## config.mk

```make
export PLATFORM = sky130hd
export DESIGN_NAME = touch_velocity_ewma_unit_flat
export DESIGN_NICKNAME = d
export VERILOG_FILES = /design/src/hw/rtl/tve_pkg.sv /design/src/hw/rtl/tve_if.sv /design/src/hw/rtl/tve_sdiv.sv /design/src/hw/rtl/tve_smul.sv /design/src/hw/rtl/touch_velocity_ewma_unit.sv /design/src/flat_wrapper.sv
export SDC_FILE = /design/constraint.sdc
export NUM_CORES = 2
export LEC_CHECK = 0
export BUFFER_PORTS_ARGS = -buffer_cell sky130_fd_sc_hd__buf_2
export CAP_MARGIN = 0
export CORE_UTILIZATION = 60
export CTS_CLUSTER_DIAMETER = 40
export CTS_CLUSTER_SIZE = 30
export DETAILED_ROUTE_END_ITERATION = 10
export HOLD_SLACK_MARGIN = 0.15
export PLACE_DENSITY_LB_ADDON = 0.25
export SYNTH_ARGS = -nofsm -noshare
export SYNTH_HDL_FRONTEND = slang
export SYNTH_SLANG_ARGS = --single-unit
```

## constraint.sdc

```tcl
create_clock -name clk -period 12.9 [get_ports clk]
set_input_delay 1.29 -clock clk [delete_from_list [all_inputs] [get_ports clk]]
set_output_delay 1.29 -clock clk [all_outputs]
set_load 0.1 [all_outputs]
```

## src/hw/rtl/tve_pkg.sv

```systemverilog
package tve_pkg;

  // Field widths
  localparam int POS_W   = 16;
  localparam int DELTA_W = POS_W + 1;
  localparam int TIME_W  = 16;
  localparam int VEL_W   = 25;
  localparam int SPEED_W = 50;
  localparam int ALPHA_W = 16;

  // Serial datapath widths
  localparam int QUO_W   = 24;                 // |delta| * 256 fits 24 bits
  localparam int DIFF_W  = VEL_W + 1;          // target - velocity
  localparam int PROD_W  = DIFF_W + 1 + VEL_W; // multiplier accumulator + low shift register
  localparam int FRAC_W  = 16;                 // alpha is Q0.16
  localparam int STEP_W  = VEL_W + 2;          // correction term and velocity sum

  // Configuration port
  localparam int CFG_AW  = 3;
  localparam int CFG_DW  = 32;
  localparam logic CFG_IDX_TC = 1'b0;

  localparam logic [ALPHA_W-1:0] ALPHA_MAX = 16'd52429;  // 0.8 in Q0.16
  localparam logic [TIME_W-1:0]  TC_RESET  = 16'd100;

  localparam logic signed [VEL_W-1:0] VEL_MAX = {1'b0, {(VEL_W-1){1'b1}}};
  localparam logic signed [VEL_W-1:0] VEL_MIN = {1'b1, {(VEL_W-1){1'b0}}};

  typedef logic signed [POS_W-1:0]   pos_t;
  typedef logic signed [DELTA_W-1:0] delta_t;
  typedef logic        [TIME_W-1:0]  time_t;
  typedef logic signed [VEL_W-1:0]   vel_t;
  typedef logic        [SPEED_W-1:0] speed_t;
  typedef logic        [ALPHA_W-1:0] alpha_t;

endpackage

```

## src/hw/rtl/tve_if.sv

```systemverilog
interface tve_in_if import tve_pkg::*; ();
  logic  valid;
  logic  ready;
  pos_t  primary_pos;
  pos_t  orthogonal_pos;
  time_t elapsed_ms;

  modport source (output valid, primary_pos, orthogonal_pos, elapsed_ms, input ready);
  modport sink   (input valid, primary_pos, orthogonal_pos, elapsed_ms, output ready);
endinterface

interface tve_out_if import tve_pkg::*; ();
  logic   valid;
  logic   ready;
  vel_t   y_velocity;
  vel_t   x_velocity;
  speed_t squared_speed;
  pos_t   touch_x;
  pos_t   touch_y;
  logic   velocity_updated;

  modport source (output valid, y_velocity, x_velocity, squared_speed, touch_x, touch_y,
                  velocity_updated, input ready);
  modport sink   (input valid, y_velocity, x_velocity, squared_speed, touch_x, touch_y,
                  velocity_updated, output ready);
endinterface

```

## src/hw/rtl/tve_sdiv.sv

```systemverilog
// Restoring divider, one quotient bit per cycle, numerator bits shifted in MSB first.
module tve_sdiv #(
  parameter int NW = 24,
  parameter int DW = 16
) (
  input  logic          clk,
  input  logic          rst_n,
  input  logic          start,
  input  logic [NW-1:0] num,
  input  logic [DW-1:0] den,
  input  logic [DW-1:0] rem_init,
  output logic          busy,
  output logic [NW-1:0] quo
);

  localparam int CW = $clog2(NW + 1);

  logic [NW-1:0] sh_r, sh_nxt;
  logic [DW-1:0] rem_r, rem_nxt;
  logic [DW-1:0] den_r;
  logic [CW-1:0] cnt_r;
  logic          busy_r;
  logic [DW:0]   trial;
  logic [DW:0]   trial_sub;
  logic          fits;

  always_comb begin
    trial     = {rem_r, sh_r[NW-1]};
    trial_sub = trial - {1'b0, den_r};
    fits      = (trial >= {1'b0, den_r});
    rem_nxt   = fits ? trial_sub[DW-1:0] : trial[DW-1:0];
    sh_nxt    = {sh_r[NW-2:0], fits};
  end

  always_ff @(posedge clk) begin
    if (!rst_n) begin
      busy_r <= 1'b0;
      cnt_r  <= '0;
    end else if (start) begin
      busy_r <= 1'b1;
      cnt_r  <= CW'(NW);
    end else if (busy_r) begin
      cnt_r <= cnt_r - 1'b1;
      if (cnt_r == CW'(1)) begin
        busy_r <= 1'b0;
      end
    end
  end

  always_ff @(posedge clk) begin
    if (start) begin
      sh_r  <= num;
      rem_r <= rem_init;
      den_r <= den;
    end else if (busy_r) begin
      sh_r  <= sh_nxt;
      rem_r <= rem_nxt;
    end
  end

  assign busy = busy_r;
  assign quo  = sh_r;

endmodule

```

## src/hw/rtl/tve_smul.sv

```systemverilog
// Shift-add multiplier: signed multiplicand, unsigned multiplier taken one bit a cycle, LSB first.
module tve_smul #(
  parameter int AW = 26,
  parameter int BW = 25
) (
  input  logic                    clk,
  input  logic                    rst_n,
  input  logic                    start,
  input  logic signed [AW-1:0]    a,
  input  logic        [BW-1:0]    b,
  output logic                    busy,
  output logic signed [AW+BW:0]   prod
);

  localparam int CW = $clog2(BW + 1);

  logic signed [AW-1:0] a_r;
  logic        [BW-1:0] b_r;
  logic signed [AW:0]   acc_r;
  logic        [BW-1:0] lo_r;
  logic        [CW-1:0] cnt_r;
  logic                 busy_r;
  logic signed [AW:0]   addend;
  logic signed [AW:0]   sum;

  always_comb begin
    addend = b_r[0] ? {a_r[AW-1], a_r} : '0;
    sum    = acc_r + addend;
  end

  always_ff @(posedge clk) begin
    if (!rst_n) begin
      busy_r <= 1'b0;
      cnt_r  <= '0;
    end else if (start) begin
      busy_r <= 1'b1;
      cnt_r  <= CW'(BW);
    end else if (busy_r) begin
      cnt_r <= cnt_r - 1'b1;
      if (cnt_r == CW'(1)) begin
        busy_r <= 1'b0;
      end
    end
  end

  always_ff @(posedge clk) begin
    if (start) begin
      a_r   <= a;
      b_r   <= b;
      acc_r <= '0;
      lo_r  <= '0;
    end else if (busy_r) begin
      b_r   <= {1'b0, b_r[BW-1:1]};
      acc_r <= {sum[AW], sum[AW:1]};
      lo_r  <= {sum[0], lo_r[BW-1:1]};
    end
  end

  assign busy = busy_r;
  assign prod = {acc_r, lo_r};

endmodule

```

## src/hw/rtl/touch_velocity_ewma_unit.sv

```systemverilog
// Channel  Direction  Handshake        Payload
// in_ch    sink       valid/ready      primary_pos, orthogonal_pos, elapsed_ms
// out_ch   source     valid/ready      y_velocity, x_velocity, squared_speed,
//                                      touch_x, touch_y, velocity_updated
// cfg_*    APB slave  psel/penable     time_constant_ms at word 0, pready always high
//
// An updating event runs from acceptance to result through a load step, the 24-step
// serial divider, two 25-step passes through the serial multipliers (the alpha-weighted
// correction, then the squares), then hand-off, update and output load.
// An arming or zero-time event goes from acceptance straight to the output load. One
// event is worked on at a time; the next one is taken once the previous result sits in
// the output register.
// Reset is synchronous and active low; it restores the register to 100 ms and clears
// the filter state. A stalled result stays in the output register.
module touch_velocity_ewma_unit import tve_pkg::*; (
  input  logic              clk,
  input  logic              rst_n,
  tve_in_if.sink            in_ch,
  tve_out_if.source         out_ch,
  input  logic              cfg_psel,
  input  logic              cfg_penable,
  input  logic              cfg_pwrite,
  input  logic [CFG_AW-1:0] cfg_paddr,
  input  logic [CFG_DW-1:0] cfg_pwdata,
  output logic [CFG_DW-1:0] cfg_prdata,
  output logic              cfg_pready
);

  typedef enum logic [7:0] {
    S_IDLE  = 8'b0000_0001,
    S_START = 8'b0000_0010,
    S_DIV   = 8'b0000_0100,
    S_MUL   = 8'b0000_1000,
    S_UPD   = 8'b0001_0000,
    S_SQS   = 8'b0010_0000,
    S_SQ    = 8'b0100_0000,
    S_OUT   = 8'b1000_0000
  } state_t;

  state_t state_r, state_nxt;

  // Configuration and filter state
  time_t  tc_r;
  logic   armed_r;
  pos_t   last_y_r, last_x_r;
  vel_t   vel_y_r, vel_x_r;
  speed_t speed_r;

  // Event working registers
  pos_t   pos_y_r, pos_x_r;
  time_t  elapsed_r;
  delta_t dy_r, dx_r;
  logic   alpha_sat_r;
  logic   upd_r;
  logic signed [STEP_W-1:0] step_y_r, step_x_r;

  // Output register
  logic   out_valid_r;
  vel_t   out_y_r, out_x_r;
  speed_t out_speed_r;
  pos_t   out_tx_r, out_ty_r;
  logic   out_upd_r;

  logic   in_fire;
  logic   out_load;
  logic   cfg_wr;
  delta_t dy_in, dx_in;
  delta_t abs_dy, abs_dx;

  logic               div_start;
  logic               div_a_busy, div_y_busy, div_x_busy;
  logic [ALPHA_W-1:0] quo_alpha;
  logic [QUO_W-1:0]   quo_y, quo_x;
  alpha_t             alpha;
  vel_t               tmag_y, tmag_x, target_y, target_x;
  logic signed [DIFF_W-1:0] diff_y, diff_x;
  vel_t               absv_y, absv_x;

  logic                     mul_start;
  logic                     mul_sq;
  logic                     mul_y_busy, mul_x_busy;
  logic signed [DIFF_W-1:0] mul_a_y, mul_a_x;
  logic        [VEL_W-1:0]  mul_b_y, mul_b_x;
  logic signed [PROD_W-1:0] prod_y, prod_x;
  logic signed [PROD_W-1:0] rnd_y, rnd_x;
  logic signed [STEP_W-1:0] vsum_y, vsum_x;
  speed_t                   speed_sum;

  function automatic vel_t sat_vel(input logic signed [STEP_W-1:0] v);
    vel_t r;
    if (v > STEP_W'(VEL_MAX)) begin
      r = VEL_MAX;
    end else if (v < STEP_W'(VEL_MIN)) begin
      r = VEL_MIN;
    end else begin
      r = v[VEL_W-1:0];
    end
    return r;
  endfunction

  assign in_ch.ready = (state_r == S_IDLE);
  assign in_fire     = in_ch.valid && in_ch.ready;
  assign out_load    = (state_r == S_OUT) && (!out_valid_r || out_ch.ready);

  // Deltas against the stored positions, taken as the event is accepted
  assign dy_in  = {in_ch.primary_pos[POS_W-1], in_ch.primary_pos} - {last_y_r[POS_W-1], last_y_r};
  assign dx_in  = {in_ch.orthogonal_pos[POS_W-1], in_ch.orthogonal_pos}
                - {last_x_r[POS_W-1], last_x_r};
  assign abs_dy = dy_r[DELTA_W-1] ? -dy_r : dy_r;
  assign abs_dx = dx_r[DELTA_W-1] ? -dx_r : dx_r;

  // Dividers: alpha runs from a partial remainder of elapsed, valid only when elapsed < tau
  assign div_start = (state_r == S_START);

  tve_sdiv #(.NW(ALPHA_W), .DW(TIME_W)) u_div_alpha (
    .clk      (clk),
    .rst_n    (rst_n),
    .start    (div_start),
    .num      ('0),
    .den      (tc_r),
    .rem_init (elapsed_r),
    .busy     (div_a_busy),
    .quo      (quo_alpha)
  );

  tve_sdiv #(.NW(QUO_W), .DW(TIME_W)) u_div_y (
    .clk      (clk),
    .rst_n    (rst_n),
    .start    (div_start),
    .num      ({abs_dy[POS_W-1:0], 8'h00}),
    .den      (elapsed_r),
    .rem_init ('0),
    .busy     (div_y_busy),
    .quo      (quo_y)
  );

  tve_sdiv #(.NW(QUO_W), .DW(TIME_W)) u_div_x (
    .clk      (clk),
    .rst_n    (rst_n),
    .start    (div_start),
    .num      ({abs_dx[POS_W-1:0], 8'h00}),
    .den      (elapsed_r),
    .rem_init ('0),
    .busy     (div_x_busy),
    .quo      (quo_x)
  );

  // Clamp alpha and form the signed error against the held velocity
  always_comb begin
    alpha    = (alpha_sat_r || (quo_alpha > ALPHA_MAX)) ? ALPHA_MAX : quo_alpha;
    tmag_y   = {1'b0, quo_y};
    tmag_x   = {1'b0, quo_x};
    target_y = dy_r[DELTA_W-1] ? -tmag_y : tmag_y;
    target_x = dx_r[DELTA_W-1] ? -tmag_x : tmag_x;
    diff_y   = {target_y[VEL_W-1], target_y} - {vel_y_r[VEL_W-1], vel_y_r};
    diff_x   = {target_x[VEL_W-1], target_x} - {vel_x_r[VEL_W-1], vel_x_r};
    absv_y   = vel_y_r[VEL_W-1] ? -vel_y_r : vel_y_r;
    absv_x   = vel_x_r[VEL_W-1] ? -vel_x_r : vel_x_r;
  end

  // Multipliers serve twice: alpha times error, then each velocity squared
  assign mul_sq    = (state_r == S_SQS);
  assign mul_start = mul_sq ||
                     ((state_r == S_DIV) && !div_a_busy && !div_y_busy && !div_x_busy);
  assign mul_a_y   = mul_sq ? {1'b0, absv_y} : diff_y;
  assign mul_a_x   = mul_sq ? {1'b0, absv_x} : diff_x;
  assign mul_b_y   = mul_sq ? absv_y : {{(VEL_W-ALPHA_W){1'b0}}, alpha};
  assign mul_b_x   = mul_sq ? absv_x : {{(VEL_W-ALPHA_W){1'b0}}, alpha};

  tve_smul #(.AW(DIFF_W), .BW(VEL_W)) u_mul_y (
    .clk   (clk),
    .rst_n (rst_n),
    .start (mul_start),
    .a     (mul_a_y),
    .b     (mul_b_y),
    .busy  (mul_y_busy),
    .prod  (prod_y)
  );

  tve_smul #(.AW(DIFF_W), .BW(VEL_W)) u_mul_x (
    .clk   (clk),
    .rst_n (rst_n),
    .start (mul_start),
    .a     (mul_a_x),
    .b     (mul_b_x),
    .busy  (mul_x_busy),
    .prod  (prod_x)
  );

  // Round half up, drop the Q0.16 fraction, then add to the velocity with headroom
  always_comb begin
    rnd_y     = prod_y + PROD_W'(32768);
    rnd_x     = prod_x + PROD_W'(32768);
    vsum_y    = {{(STEP_W-VEL_W){vel_y_r[VEL_W-1]}}, vel_y_r} + step_y_r;
    vsum_x    = {{(STEP_W-VEL_W){vel_x_r[VEL_W-1]}}, vel_x_r} + step_x_r;
    speed_sum = prod_y[SPEED_W-1:0] + prod_x[SPEED_W-1:0];
  end

  // Sequencer
  always_comb begin
    state_nxt = state_r;
    case (state_r)
      S_IDLE: begin
        if (in_fire) begin
          state_nxt = (!armed_r || (in_ch.elapsed_ms == '0)) ? S_OUT : S_START;
        end
      end
      S_START: state_nxt = S_DIV;
      S_DIV: begin
        if (mul_start) begin
          state_nxt = S_MUL;
        end
      end
      S_MUL: begin
        if (!mul_y_busy && !mul_x_busy) begin
          state_nxt = S_UPD;
        end
      end
      S_UPD: state_nxt = S_SQS;
      S_SQS: state_nxt = S_SQ;
      S_SQ: begin
        if (!mul_y_busy && !mul_x_busy) begin
          state_nxt = S_OUT;
        end
      end
      S_OUT: begin
        if (out_load) begin
          state_nxt = S_IDLE;
        end
      end
      default: state_nxt = S_IDLE;
    endcase
  end

  always_ff @(posedge clk) begin
    if (!rst_n) begin
      state_r <= S_IDLE;
    end else begin
      state_r <= state_nxt;
    end
  end

  // Filter state: arm on the first event, update on every timed event after that
  always_ff @(posedge clk) begin
    if (!rst_n) begin
      armed_r  <= 1'b0;
      last_y_r <= '0;
      last_x_r <= '0;
      vel_y_r  <= '0;
      vel_x_r  <= '0;
      speed_r  <= '0;
    end else begin
      if (in_fire) begin
        if (!armed_r) begin
          armed_r  <= 1'b1;
          last_y_r <= '0;
          last_x_r <= '0;
        end else if (in_ch.elapsed_ms != '0) begin
          last_y_r <= in_ch.primary_pos;
          last_x_r <= in_ch.orthogonal_pos;
        end
      end
      if (state_r == S_UPD) begin
        vel_y_r <= sat_vel(vsum_y);
        vel_x_r <= sat_vel(vsum_x);
      end
      if ((state_r == S_SQ) && !mul_y_busy && !mul_x_busy) begin
        speed_r <= speed_sum;
      end
    end
  end

  // Working registers of the event in hand
  always_ff @(posedge clk) begin
    if (in_fire) begin
      pos_y_r   <= in_ch.primary_pos;
      pos_x_r   <= in_ch.orthogonal_pos;
      elapsed_r <= in_ch.elapsed_ms;
      dy_r      <= dy_in;
      dx_r      <= dx_in;
      upd_r     <= 1'b0;
    end
    if (state_r == S_START) begin
      alpha_sat_r <= (tc_r == '0) || (elapsed_r >= tc_r);
    end
    if ((state_r == S_MUL) && !mul_y_busy && !mul_x_busy) begin
      step_y_r <= rnd_y[FRAC_W+STEP_W-1:FRAC_W];
      step_x_r <= rnd_x[FRAC_W+STEP_W-1:FRAC_W];
    end
    if (state_r == S_UPD) begin
      upd_r <= 1'b1;
    end
  end

  // Output register: hold the result until taken
  always_ff @(posedge clk) begin
    if (!rst_n) begin
      out_valid_r <= 1'b0;
    end else if (out_load) begin
      out_valid_r <= 1'b1;
    end else if (out_ch.ready) begin
      out_valid_r <= 1'b0;
    end
  end

  always_ff @(posedge clk) begin
    if (out_load) begin
      out_y_r     <= vel_y_r;
      out_x_r     <= vel_x_r;
      out_speed_r <= speed_r;
      out_tx_r    <= pos_x_r;
      out_ty_r    <= pos_y_r;
      out_upd_r   <= upd_r;
    end
  end

  assign out_ch.valid            = out_valid_r;
  assign out_ch.y_velocity       = out_y_r;
  assign out_ch.x_velocity       = out_x_r;
  assign out_ch.squared_speed    = out_speed_r;
  assign out_ch.touch_x          = out_tx_r;
  assign out_ch.touch_y          = out_ty_r;
  assign out_ch.velocity_updated = out_upd_r;

  // Configuration port: word index in paddr[2]
  assign cfg_pready = 1'b1;
  assign cfg_wr     = cfg_psel && cfg_penable && cfg_pwrite;
  assign cfg_prdata = (cfg_paddr[2] == CFG_IDX_TC) ? {{(CFG_DW-TIME_W){1'b0}}, tc_r} : '0;

  always_ff @(posedge clk) begin
    if (!rst_n) begin
      tc_r <= TC_RESET;
    end else if (cfg_wr && (cfg_paddr[2] == CFG_IDX_TC)) begin
      tc_r <= cfg_pwdata[TIME_W-1:0];
    end
  end

endmodule

```

## src/flat_wrapper.sv

```systemverilog
// flat-port wrapper written by rule: the top's interface ports become plain ports
module touch_velocity_ewma_unit_flat import tve_pkg::*;
  (clk, rst_n, cfg_psel, cfg_penable, cfg_pwrite, cfg_paddr, cfg_pwdata, cfg_prdata, cfg_pready, in_ch_valid, in_ch_primary_pos, in_ch_orthogonal_pos, in_ch_elapsed_ms, in_ch_ready, out_ch_valid, out_ch_y_velocity, out_ch_x_velocity, out_ch_squared_speed, out_ch_touch_x, out_ch_touch_y, out_ch_velocity_updated, out_ch_ready);
  tve_in_if in_ch_i ();
  tve_out_if out_ch_i ();
  input  logic clk;
  input  logic rst_n;
  input  logic cfg_psel;
  input  logic cfg_penable;
  input  logic cfg_pwrite;
  input  logic [CFG_AW-1:0] cfg_paddr;
  input  logic [CFG_DW-1:0] cfg_pwdata;
  output logic [CFG_DW-1:0] cfg_prdata;
  output logic cfg_pready;
  input wire logic [$bits(in_ch_i.valid)-1:0] in_ch_valid;
  input wire logic [$bits(in_ch_i.primary_pos)-1:0] in_ch_primary_pos;
  input wire logic [$bits(in_ch_i.orthogonal_pos)-1:0] in_ch_orthogonal_pos;
  input wire logic [$bits(in_ch_i.elapsed_ms)-1:0] in_ch_elapsed_ms;
  output wire logic [$bits(in_ch_i.ready)-1:0] in_ch_ready;
  output wire logic [$bits(out_ch_i.valid)-1:0] out_ch_valid;
  output wire logic [$bits(out_ch_i.y_velocity)-1:0] out_ch_y_velocity;
  output wire logic [$bits(out_ch_i.x_velocity)-1:0] out_ch_x_velocity;
  output wire logic [$bits(out_ch_i.squared_speed)-1:0] out_ch_squared_speed;
  output wire logic [$bits(out_ch_i.touch_x)-1:0] out_ch_touch_x;
  output wire logic [$bits(out_ch_i.touch_y)-1:0] out_ch_touch_y;
  output wire logic [$bits(out_ch_i.velocity_updated)-1:0] out_ch_velocity_updated;
  input wire logic [$bits(out_ch_i.ready)-1:0] out_ch_ready;
  assign in_ch_i.valid = in_ch_valid;
  assign in_ch_i.primary_pos = in_ch_primary_pos;
  assign in_ch_i.orthogonal_pos = in_ch_orthogonal_pos;
  assign in_ch_i.elapsed_ms = in_ch_elapsed_ms;
  assign in_ch_ready = in_ch_i.ready;
  assign out_ch_valid = out_ch_i.valid;
  assign out_ch_y_velocity = out_ch_i.y_velocity;
  assign out_ch_x_velocity = out_ch_i.x_velocity;
  assign out_ch_squared_speed = out_ch_i.squared_speed;
  assign out_ch_touch_x = out_ch_i.touch_x;
  assign out_ch_touch_y = out_ch_i.touch_y;
  assign out_ch_velocity_updated = out_ch_i.velocity_updated;
  assign out_ch_i.ready = out_ch_ready;
  touch_velocity_ewma_unit u_core (.clk(clk), .rst_n(rst_n), .in_ch(in_ch_i), .out_ch(out_ch_i), .cfg_psel(cfg_psel), .cfg_penable(cfg_penable), .cfg_pwrite(cfg_pwrite), .cfg_paddr(cfg_paddr), .cfg_pwdata(cfg_pwdata), .cfg_prdata(cfg_prdata), .cfg_pready(cfg_pready));
endmodule
```

# --- Yosys cells after proc, flatten, opt, wreduce, memory -nomap -nowiden ---
# Cells that the tools add are included.
word_totals:
  word_cells: 221
  inputBits: 90
  memories: 0
  ramBits: 0
  register_bits: 807
  mem_bits_ro: 0
  latchBits: 0
  output_inout_bits: 168
op_classes:
  n_shift: 0
  bitwise: 2
  eq_ne: 19
  n_mux: 69
  magnitude_cmp: 9
  reduce_logical: 38
  mul: 0
  div_mod_pow: 0
  add_sub_neg: 25
ops:
  columns: ["op", "n"]
  rows:
  - ["2-to-1 mux 25 bit", 16]
  - ["2-to-1 mux 16 bit", 13]
  - ["2-to-1 mux 24 bit", 4]
  - ["adder 43 x 17 -> 43 bit (second input constant)", 2]
  - ["one-hot mux 8 bit (8 select lines)", 1]
  - ["adder 26 x 27 -> 27 bit", 2]
  - ["adder 27 bit", 2]
  - ["greater-than comparator 27 x 25 -> 1 bit (second input constant)", 2]
  - ["less-than comparator 27 x 25 -> 1 bit (second input constant)", 2]
  - ["2-to-1 mux 27 bit", 2]
  - ["subtractor 25 x 25 -> 26 bit", 2]
  - ["greater-or-equal comparator 17 x 16 -> 1 bit", 3]
  - ["adder 50 bit", 1]
  - ["2-to-1 mux 5 bit", 10]
  - ["negator 24 -> 25 bit", 2]
  - ["negator 25 bit", 2]
  - ["2-to-1 mux 8 bit", 6]
  - ["subtractor 16 bit", 3]
  - ["subtractor 16 x 16 -> 17 bit", 2]
  - ["logical NOT 16 bit", 2]
  - ["negator 16 bit", 2]
  - ["equality test 5 x 1 -> 1 bit (second input constant)", 5]
  - ["subtractor 5 x 1 -> 5 bit (second input constant)", 5]
  - ["2-to-1 mux 1 bit", 17]
  - ["21 further kinds", 54]

# --- Logic depth before layout (Yosys ltp) ---
depth:
  ltp_word: 7
  ltp_mapped: 19
  depth_no_buf: 19

# --- Cells and area by module ---
# Synthesis repeated with hierarchy kept, for this count alone.
hier_totals:
  hier_cells: 4857
  hier_area_um2: 48801.8
modules_own_cells:
  columns: ["mod", "seq_area_each_um2", "cells_each", "area_per_inst_um2", "instances"]
  rows:
  - ["touch_velocity_ewma_unit", 11290.8, 2942, 27533.9, 1]
  - ["tve_smul (u_core.u_mul_x)", 2672.6, 504, 5446.5, 1]
  - ["tve_smul (u_core.u_mul_y)", 2672.6, 495, 5376.4, 1]
  - ["tve_sdiv (u_core.u_div_x)", 1801.7, 321, 3639.7, 1]
  - ["tve_sdiv (u_core.u_div_y)", 1801.7, 308, 3575.9, 1]
  - ["tve_sdiv (u_core.u_div_alpha)", 1561.5, 287, 3229.3, 1]

# --- Worst setup path after synthesis ---
# No wires, ideal clock.
synth_path:
  kind: "in2reg"
  start: "input out_ch_ready"
  end: "register u_core.out_speed_r[0] (netlist: u_core.out_ch.squared_speed[0]), enable pin"
  setup_slack_ns: 4.980
  setup_ns: 0.640
  required_ns: 12.260
  path_buffers: 0
  arrival_ns: 7.279
  cell_stages: 2
  path_cell_list: "nand2b_1 > nor2b_1"
synth_between:
  elab_chain_cells: 2
synth_lines:
  columns: ["item", "line_no", "rtl"]
  rows:
  - ["from (decl)", "flat_wrapper.sv:27", "input wire logic [$bits(out_ch_i.ready)-1:0] out_ch_ready;"]
  - ["logical OR 1 bit", "touch_velocity_ewma_unit.sv:103", "assign out_load = (state_r == S_OUT) && (!out_valid_r || out_ch.ready);"]
  - ["logical AND 1 bit", "touch_velocity_ewma_unit.sv:103", null]
  - ["via u_core.out_load", "touch_velocity_ewma_unit.sv:65", "logic out_load;"]
  - ["to (signal assigned)", "touch_velocity_ewma_unit.sv:310", "out_speed_r <= speed_r;"]
  - ["to (decl)", "touch_velocity_ewma_unit.sv:60", "speed_t out_speed_r;"]
# The timed path passes the listed nets, and every way through them passes these cells.
# A chain may end at the register's enable or synchronous reset.

# --- Worst setup path after layout ---
layout_path:
  start: "register u_core.u_div_y.sh_r[9] (netlist: u_core.u_div_y.quo[9])"
  end: "register u_core.u_mul_y.a_r[24], data pin"
layout_between:
  elab_chain_cells: 4
layout_lines:
  columns: ["item", "line_no", "rtl"]
  rows:
  - ["from (decl)", "tve_sdiv.sv:18", "logic [NW-1:0] sh_r, sh_nxt;"]
  - ["from (signal assigned)", "tve_sdiv.sv:52", "sh_r <= num;"]
  - ["from (signal assigned)", "tve_sdiv.sv:56", "sh_r <= sh_nxt;"]
  - ["negator 24 -> 25 bit", "touch_velocity_ewma_unit.sv:153", "target_y = dy_r[DELTA_W-1] ? -tmag_y : tmag_y;"]
  - ["2-to-1 mux 25 bit (*)", "touch_velocity_ewma_unit.sv:153", null]
  - ["subtractor 25 x 25 -> 26 bit (*)", "touch_velocity_ewma_unit.sv:155", "diff_y = {target_y[VEL_W-1], target_y} - {vel_y_r[VEL_W-1], vel_y_r};"]
  - ["2-to-1 mux 25 bit (*)", "touch_velocity_ewma_unit.sv:165", "assign mul_a_y = mul_sq ? {1'b0, absv_y} : diff_y;"]
  - ["via u_core.mul_a_y[24]", "touch_velocity_ewma_unit.sv:82", "logic signed [DIFF_W-1:0] mul_a_y, mul_a_x;"]
  - ["to (signal assigned)", "tve_smul.sv:48", "a_r <= a;"]
  - ["to (decl)", "tve_smul.sv:17", "logic signed [AW-1:0] a_r;"]
# Mark *: on every way through the listed nets, which the timed path passes. The rest lies on a longest branch.

==> impl_results.html <==
<table>
<tr><th>Metric</th><th>Value</th></tr>
<tr><th colspan="2">Status</th></tr>
<tr><td>Run status</td><td>finished, final reports clean</td></tr>
<tr><th colspan="2">STA</th></tr>
<tr><td>Max Slew Vio Count</td><td>0</td></tr>
<tr><td>Total Neg Setup Slack</td><td>0 ps</td></tr>
<tr><td>Final-report hold violation count</td><td>0</td></tr>
<tr><td>Largest clock skew in the final design</td><td>28.04 ps</td></tr>
<tr><td>Final setup violation count</td><td>0</td></tr>
<tr><td>Worst slew margin relative to its limit</td><td>0.1797</td></tr>
<tr><td>Share of the clock period used by the worst path</td><td>0.3403</td></tr>
<tr><td>Minimum clock period</td><td>4390 ps</td></tr>
<tr><td>Worst-margin pin slew</td><td>1221 ps</td></tr>
<tr><td>Setup repair after global routing missed its margin</td><td>false</td></tr>
<tr><td>Peak Freq</td><td>227.8 MHz</td></tr>
<tr><th colspan="2">Yosys</th></tr>
<tr><td>Cell count after synthesis</td><td>4804</td></tr>
<tr><td>Synth Flop Type</td><td>sky130_fd_sc_hd__edfxtp_1</td></tr>
<tr><td>Share of synthesized registers carrying an async set or reset</td><td>0</td></tr>
<tr><td>Number of enable flip-flop cells after synthesis</td><td>452</td></tr>
<tr><td>Cell taking the most area after synthesis</td><td>sky130_fd_sc_hd__edfxtp_1</td></tr>
<tr><td>Flip-flop and latch count after synthesis</td><td>807</td></tr>
<tr><td>Number of distinct library cell variants in the gate-level netlist after synthesis</td><td>90</td></tr>
<tr><td>Cell types with the highest counts after synthesis</td><td>sky130_fd_sc_hd__nor2_1 (470), sky130_fd_sc_hd__edfxtp_1 (452), sky130_fd_sc_hd__nand2_1 (388)</td></tr>
<tr><td>Synthesized area per cell</td><td>9.663 um2</td></tr>
<tr><td>Cell area after technology mapping</td><td>46420 um2</td></tr>
<tr><td>Count of yosys warnings during synthesis</td><td>0</td></tr>
<tr><td>Sequential fraction of the synthesis area</td><td>0.4455</td></tr>
<tr><td>Fraction of post-synthesis cell area in the top cell type by area</td><td>0.2924</td></tr>
<tr><td>Cell types with the largest area share after synthesis</td><td>sky130_fd_sc_hd__edfxtp_1 (29%), sky130_fd_sc_hd__dfxtp_1 (15%), sky130_fd_sc_hd__ha_1 (8.5%)</td></tr>
<tr><td>Dominant cell by count in the synthesized netlist</td><td>sky130_fd_sc_hd__nor2_1</td></tr>
<tr><th colspan="2">Global route</th></tr>
<tr><td>Pin count of the biggest net entering global routing</td><td>93</td></tr>
<tr><td>Via count of the first global-routing pass</td><td>34470</td></tr>
<tr><td>First-pass GRT wire length</td><td>182.2 mm</td></tr>
<tr><td>Total gr overflow</td><td>0</td></tr>
<tr><td>Number of antenna violations at the first check in global routing</td><td>1</td></tr>
<tr><td>Combined global-route utilization of all metal layers</td><td>0.2899</td></tr>
<tr><th colspan="2">Clocking</th></tr>
<tr><td>Hold buffer count at CTS</td><td>0</td></tr>
<tr><td>Max Buffers Root-to-Sink</td><td>3</td></tr>
<tr><td>Post-cts repair resize count</td><td>0</td></tr>
<tr><td>Post-CTS clock slew at the launch and capture registers of the worst setup and hold paths</td><td>60 ps</td></tr>
<tr><td>TritonCTS Buffers</td><td>116</td></tr>
<tr><td># H-tree levels</td><td>3</td></tr>
<tr><td>Cell at the root of the clock tree</td><td>sky130_fd_sc_hd__clkbuf_16</td></tr>
<tr><td>Buffers inserted during post-CTS setup optimization</td><td>0</td></tr>
<tr><td>Clock sink count</td><td>807</td></tr>
<tr><td>CTS tree</td><td>built</td></tr>
<tr><td>Clock latency on the worst-skew pair</td><td>700 ps</td></tr>
<tr><th colspan="2">Min path</th></tr>
<tr><td>Startpoint of the worst hold path</td><td>u_core.pos_y_r[9]</td></tr>
<tr><td>Type of the most critical hold path</td><td>reg -&gt; reg</td></tr>
<tr><td>Worst hold stages</td><td>0</td></tr>
<tr><td>Endpoint of the worst hold-timing path</td><td>u_core.out_ch.touch_y[9]</td></tr>
<tr><th colspan="2">Setup path</th></tr>
<tr><td>Number of cells on the critical path</td><td>14</td></tr>
<tr><td>Critical Path Fanout Max</td><td>4</td></tr>
<tr><td>Number of buffer and inverter stages on the critical path</td><td>0</td></tr>
<tr><td>Critical path's largest stage delay</td><td>570 ps</td></tr>
<tr><td>Slowest stage cell, crit path</td><td>sky130_fd_sc_hd__or4_1</td></tr>
<tr><td>Reg-to-reg critical path endpoint</td><td>u_core.u_mul_y.a_r[24]</td></tr>
<tr><td>CP Cell Sequence</td><td>or4_1 &gt; or3_1 &gt; nor4_1 &gt; nand2b_1 &gt; o31ai_1 &gt; xnor2_1 &gt; ha_1 &gt; a21oi_1 &gt; a21boi_0 &gt; o22ai_1 &gt; o2111ai_1 &gt; a21oi_1 &gt; xnor2_1 &gt; a21o_1</td></tr>
<tr><td>Kind of critical path</td><td>reg -&gt; reg</td></tr>
<tr><td>Endpoint kind of the worst setup timing path</td><td>flip-flop</td></tr>
<tr><td>Arrival @ worst endpoint</td><td>4830 ps</td></tr>
<tr><td>Flop2flop setup slack</td><td>8510 ps</td></tr>
<tr><td>Worst setup startpoint</td><td>u_core.u_div_y.quo[9]</td></tr>
<tr><td>Depth of the worst register-to-register path</td><td>14</td></tr>
<tr><td>Type of element launching the critical path</td><td>flip-flop</td></tr>
<tr><td>Required time at the endpoint of the critical path</td><td>13340 ps</td></tr>
<tr><td>Crit-path leading delay family</td><td>compound AO/OA/AOI/OAI gates</td></tr>
<tr><td>R2R Path Start</td><td>u_core.u_div_y.quo[9]</td></tr>
<tr><th colspan="2">Power and ir drop</th></tr>
<tr><td>Areal power density over the cells</td><td>168.2 nW/um2</td></tr>
<tr><td>Peak supply drop</td><td>120.5 uV</td></tr>
<tr><td>Static leakage</td><td>20.96 nW</td></tr>
<tr><td>Total design power</td><td>8.839 mW</td></tr>
<tr><th colspan="2">Layout</th></tr>
<tr><td>Total area of multi-input combinational cells</td><td>23990 um2</td></tr>
<tr><td>Fraction of final layout cells sized beyond drive strength 1</td><td>0.1113</td></tr>
<tr><td>Filler instances</td><td>5818</td></tr>
<tr><td>Layout Area Growth over Synthesis</td><td>13.23%</td></tr>
<tr><td>Footprint of the flip-flops and latches</td><td>20680 um2</td></tr>
<tr><td>Net count reported at finish</td><td>5411</td></tr>
<tr><th colspan="2">Drt</th></tr>
<tr><td>Detailed-route vias per instance</td><td>6.011</td></tr>
<tr><td>DRC violations left</td><td>0</td></tr>
<tr><td>Pre-antenna DRT Iters</td><td>6</td></tr>
<tr><td>Remaining antenna violation count</td><td>0</td></tr>
<tr><td>Number of DRC violations after detailed-routing iteration 0</td><td>3283</td></tr>
<tr><td>Via count</td><td>36830</td></tr>
<tr><td>Routed wire length</td><td>116.1 mm</td></tr>
<tr><td>Per-cell routed wire length</td><td>18.95 um</td></tr>
<tr><th colspan="2">Placed design</th></tr>
<tr><td>Number of buffers inserted by port buffering</td><td>222</td></tr>
<tr><td>Post-DP HPWL</td><td>83.37 mm</td></tr>
<tr><td>Final GP Congestion</td><td>0.9498</td></tr>
<tr><th colspan="2">Die</th></tr>
<tr><td>Die X-Extent</td><td>280.2 um</td></tr>
<tr><td>Core area</td><td>76200 um2</td></tr>
<tr><td>Die span in y</td><td>280.2 um</td></tr>
<tr><td>Placement row count</td><td>101</td></tr>
<tr><td>Initial standard-cell utilization of the core</td><td>0.6092</td></tr>
<tr><td>Die area</td><td>78490 um2</td></tr>
<tr><td>Boundary Pins</td><td>258</td></tr>
<tr><th colspan="2">Run</th></tr>
<tr><td>Max_cap viols</td><td>0</td></tr>
</table>
how the worst max path moves through the flow:
stage | slack [ps] | to
2_1_floorplan | 4980 | u_core.out_ch.squared_speed[0]
3_3_place_gp | 8530 | u_core.dy_r[16]
3_5_place_dp | 8500 | u_core.dy_r[16]
4_1_cts | 8550 | u_core.u_mul_y.a_r[25]
5_1_grt | 8230 | u_core.vel_y_r[23]
6_report | 8510 | u_core.u_mul_y.a_r[24]
worst reg2reg max path, stage by stage, from the launching register on:
cell and delay (ps):
sky130_fd_sc_hd__edfxtp_1 440, sky130_fd_sc_hd__or4_1 570, sky130_fd_sc_hd__or3_1 390, sky130_fd_sc_hd__nor4_1 280
sky130_fd_sc_hd__nand2b_1 150, sky130_fd_sc_hd__o31ai_1 280, sky130_fd_sc_hd__xnor2_1 250, sky130_fd_sc_hd__ha_1 340
sky130_fd_sc_hd__a21oi_1 300, sky130_fd_sc_hd__a21boi_0 150, sky130_fd_sc_hd__o22ai_1 280, sky130_fd_sc_hd__o2111ai_1 200
sky130_fd_sc_hd__a21oi_1 210, sky130_fd_sc_hd__xnor2_1 90, sky130_fd_sc_hd__a21o_1 180
cell type report:
type	instances	share of cell area
flip-flops and latches	807	0.3935
inverters	268	0.01935
clock inverters	93	0.02195
multi-input cells	3545	0.4564
clock buffers	129	0.05851
repair buffers	254	0.02571
diodes	1	0.00004761
well taps	1030	0.02452
state kept, by name, summed over array words and instances, names as in the netlist, 26 cells and up:
register	count
u_core.u_mul_y.a_r	26
u_core.step_x_r	27
u_core.speed_r	50
u_core.step_y_r	27
u_core.u_mul_x.a_r	26
u_core.u_mul_y.acc_r	26
u_core.u_mul_x.acc_r	26
u_core.out_ch.squared_speed	50
power breakdown:
group / internal, mW / total [mW] / switching [mW]
registers: 2.99 / 3.21 / 0.225
logic: 0.875 / 2.27 / 1.40
clock network: 2.00 / 3.36 / 1.36
total: 5.86 / 8.84 / 2.98
layout by cell type (no fill, tap or decap), types with 21 or more instances in the layout:
| cell | instances |
|---|---|
| sky130_fd_sc_hd__a211oi_1 | 63 |
| sky130_fd_sc_hd__a21o_1 | 124 |
| sky130_fd_sc_hd__a21oi_1 | 357 |
| sky130_fd_sc_hd__a221oi_2 | 21 |
| sky130_fd_sc_hd__a22oi_1 | 33 |
| sky130_fd_sc_hd__a31oi_1 | 41 |
| sky130_fd_sc_hd__and2_1 | 62 |
| sky130_fd_sc_hd__and3_1 | 33 |
| sky130_fd_sc_hd__buf_2 | 222 |
| sky130_fd_sc_hd__buf_4 | 32 |
| sky130_fd_sc_hd__clkbuf_16 | 119 |
| sky130_fd_sc_hd__dfxtp_1 | 351 |
| sky130_fd_sc_hd__edfxtp_1 | 452 |
| sky130_fd_sc_hd__ha_1 | 317 |
| sky130_fd_sc_hd__inv_1 | 262 |
| sky130_fd_sc_hd__inv_6 | 27 |
| sky130_fd_sc_hd__mux2i_1 | 141 |
| sky130_fd_sc_hd__nand2_1 | 388 |
| sky130_fd_sc_hd__nand2b_1 | 48 |
| sky130_fd_sc_hd__nand3_1 | 117 |
| sky130_fd_sc_hd__nand4_1 | 48 |
| sky130_fd_sc_hd__nor2_1 | 469 |
| sky130_fd_sc_hd__nor2b_1 | 55 |
| sky130_fd_sc_hd__nor3_1 | 66 |
| sky130_fd_sc_hd__nor4_1 | 33 |
| sky130_fd_sc_hd__o21a_1 | 29 |
| sky130_fd_sc_hd__o21ai_0 | 278 |
| sky130_fd_sc_hd__o21bai_1 | 33 |
| sky130_fd_sc_hd__o31ai_1 | 47 |
| sky130_fd_sc_hd__o41ai_1 | 21 |
| sky130_fd_sc_hd__or3_1 | 28 |
| sky130_fd_sc_hd__xnor2_1 | 286 |
| sky130_fd_sc_hd__xor2_1 | 115 |
per-layer routing:
layer  GRT usage  part of all wire
met5           0                 0
met4      0.1002             0.030
met3     0.03589             0.067
met2      0.4636              0.46
met1      0.4061              0.45
metrics by stage:
step           setup slack, ps  hold WS (ps)  std cells  utilization  cell area, um2
2_1_floorplan             4980         400.3       4819            -           46480
3_3_place_gp              8526         400.8       5904       0.6343           48330
3_5_place_dp              8499         404.5       5904       0.6343           48330
4_1_cts                   8550         415.0       6126       0.6898           52560
5_1_grt                   8230         421.2       6127       0.6898           52560
6_report                  8510         415.8       6127       0.6898           52560
logic make-up after synthesis:
logic type | Yosys count | synth area share
flip-flops | 807 | 0.4455
other | 2 | 0.0001618
XOR/XNOR | 401 | 0.07566
multiplexers | 142 | 0.03065
adder cells (fa/ha/maj) | 329 | 0.09061
AND/OR/NAND/NOR | 1427 | 0.1436
AO/OA/AOI/OAI | 1229 | 0.1739
buffers and inverters | 467 | 0.04002
Power figures use the tool's default switching activity.
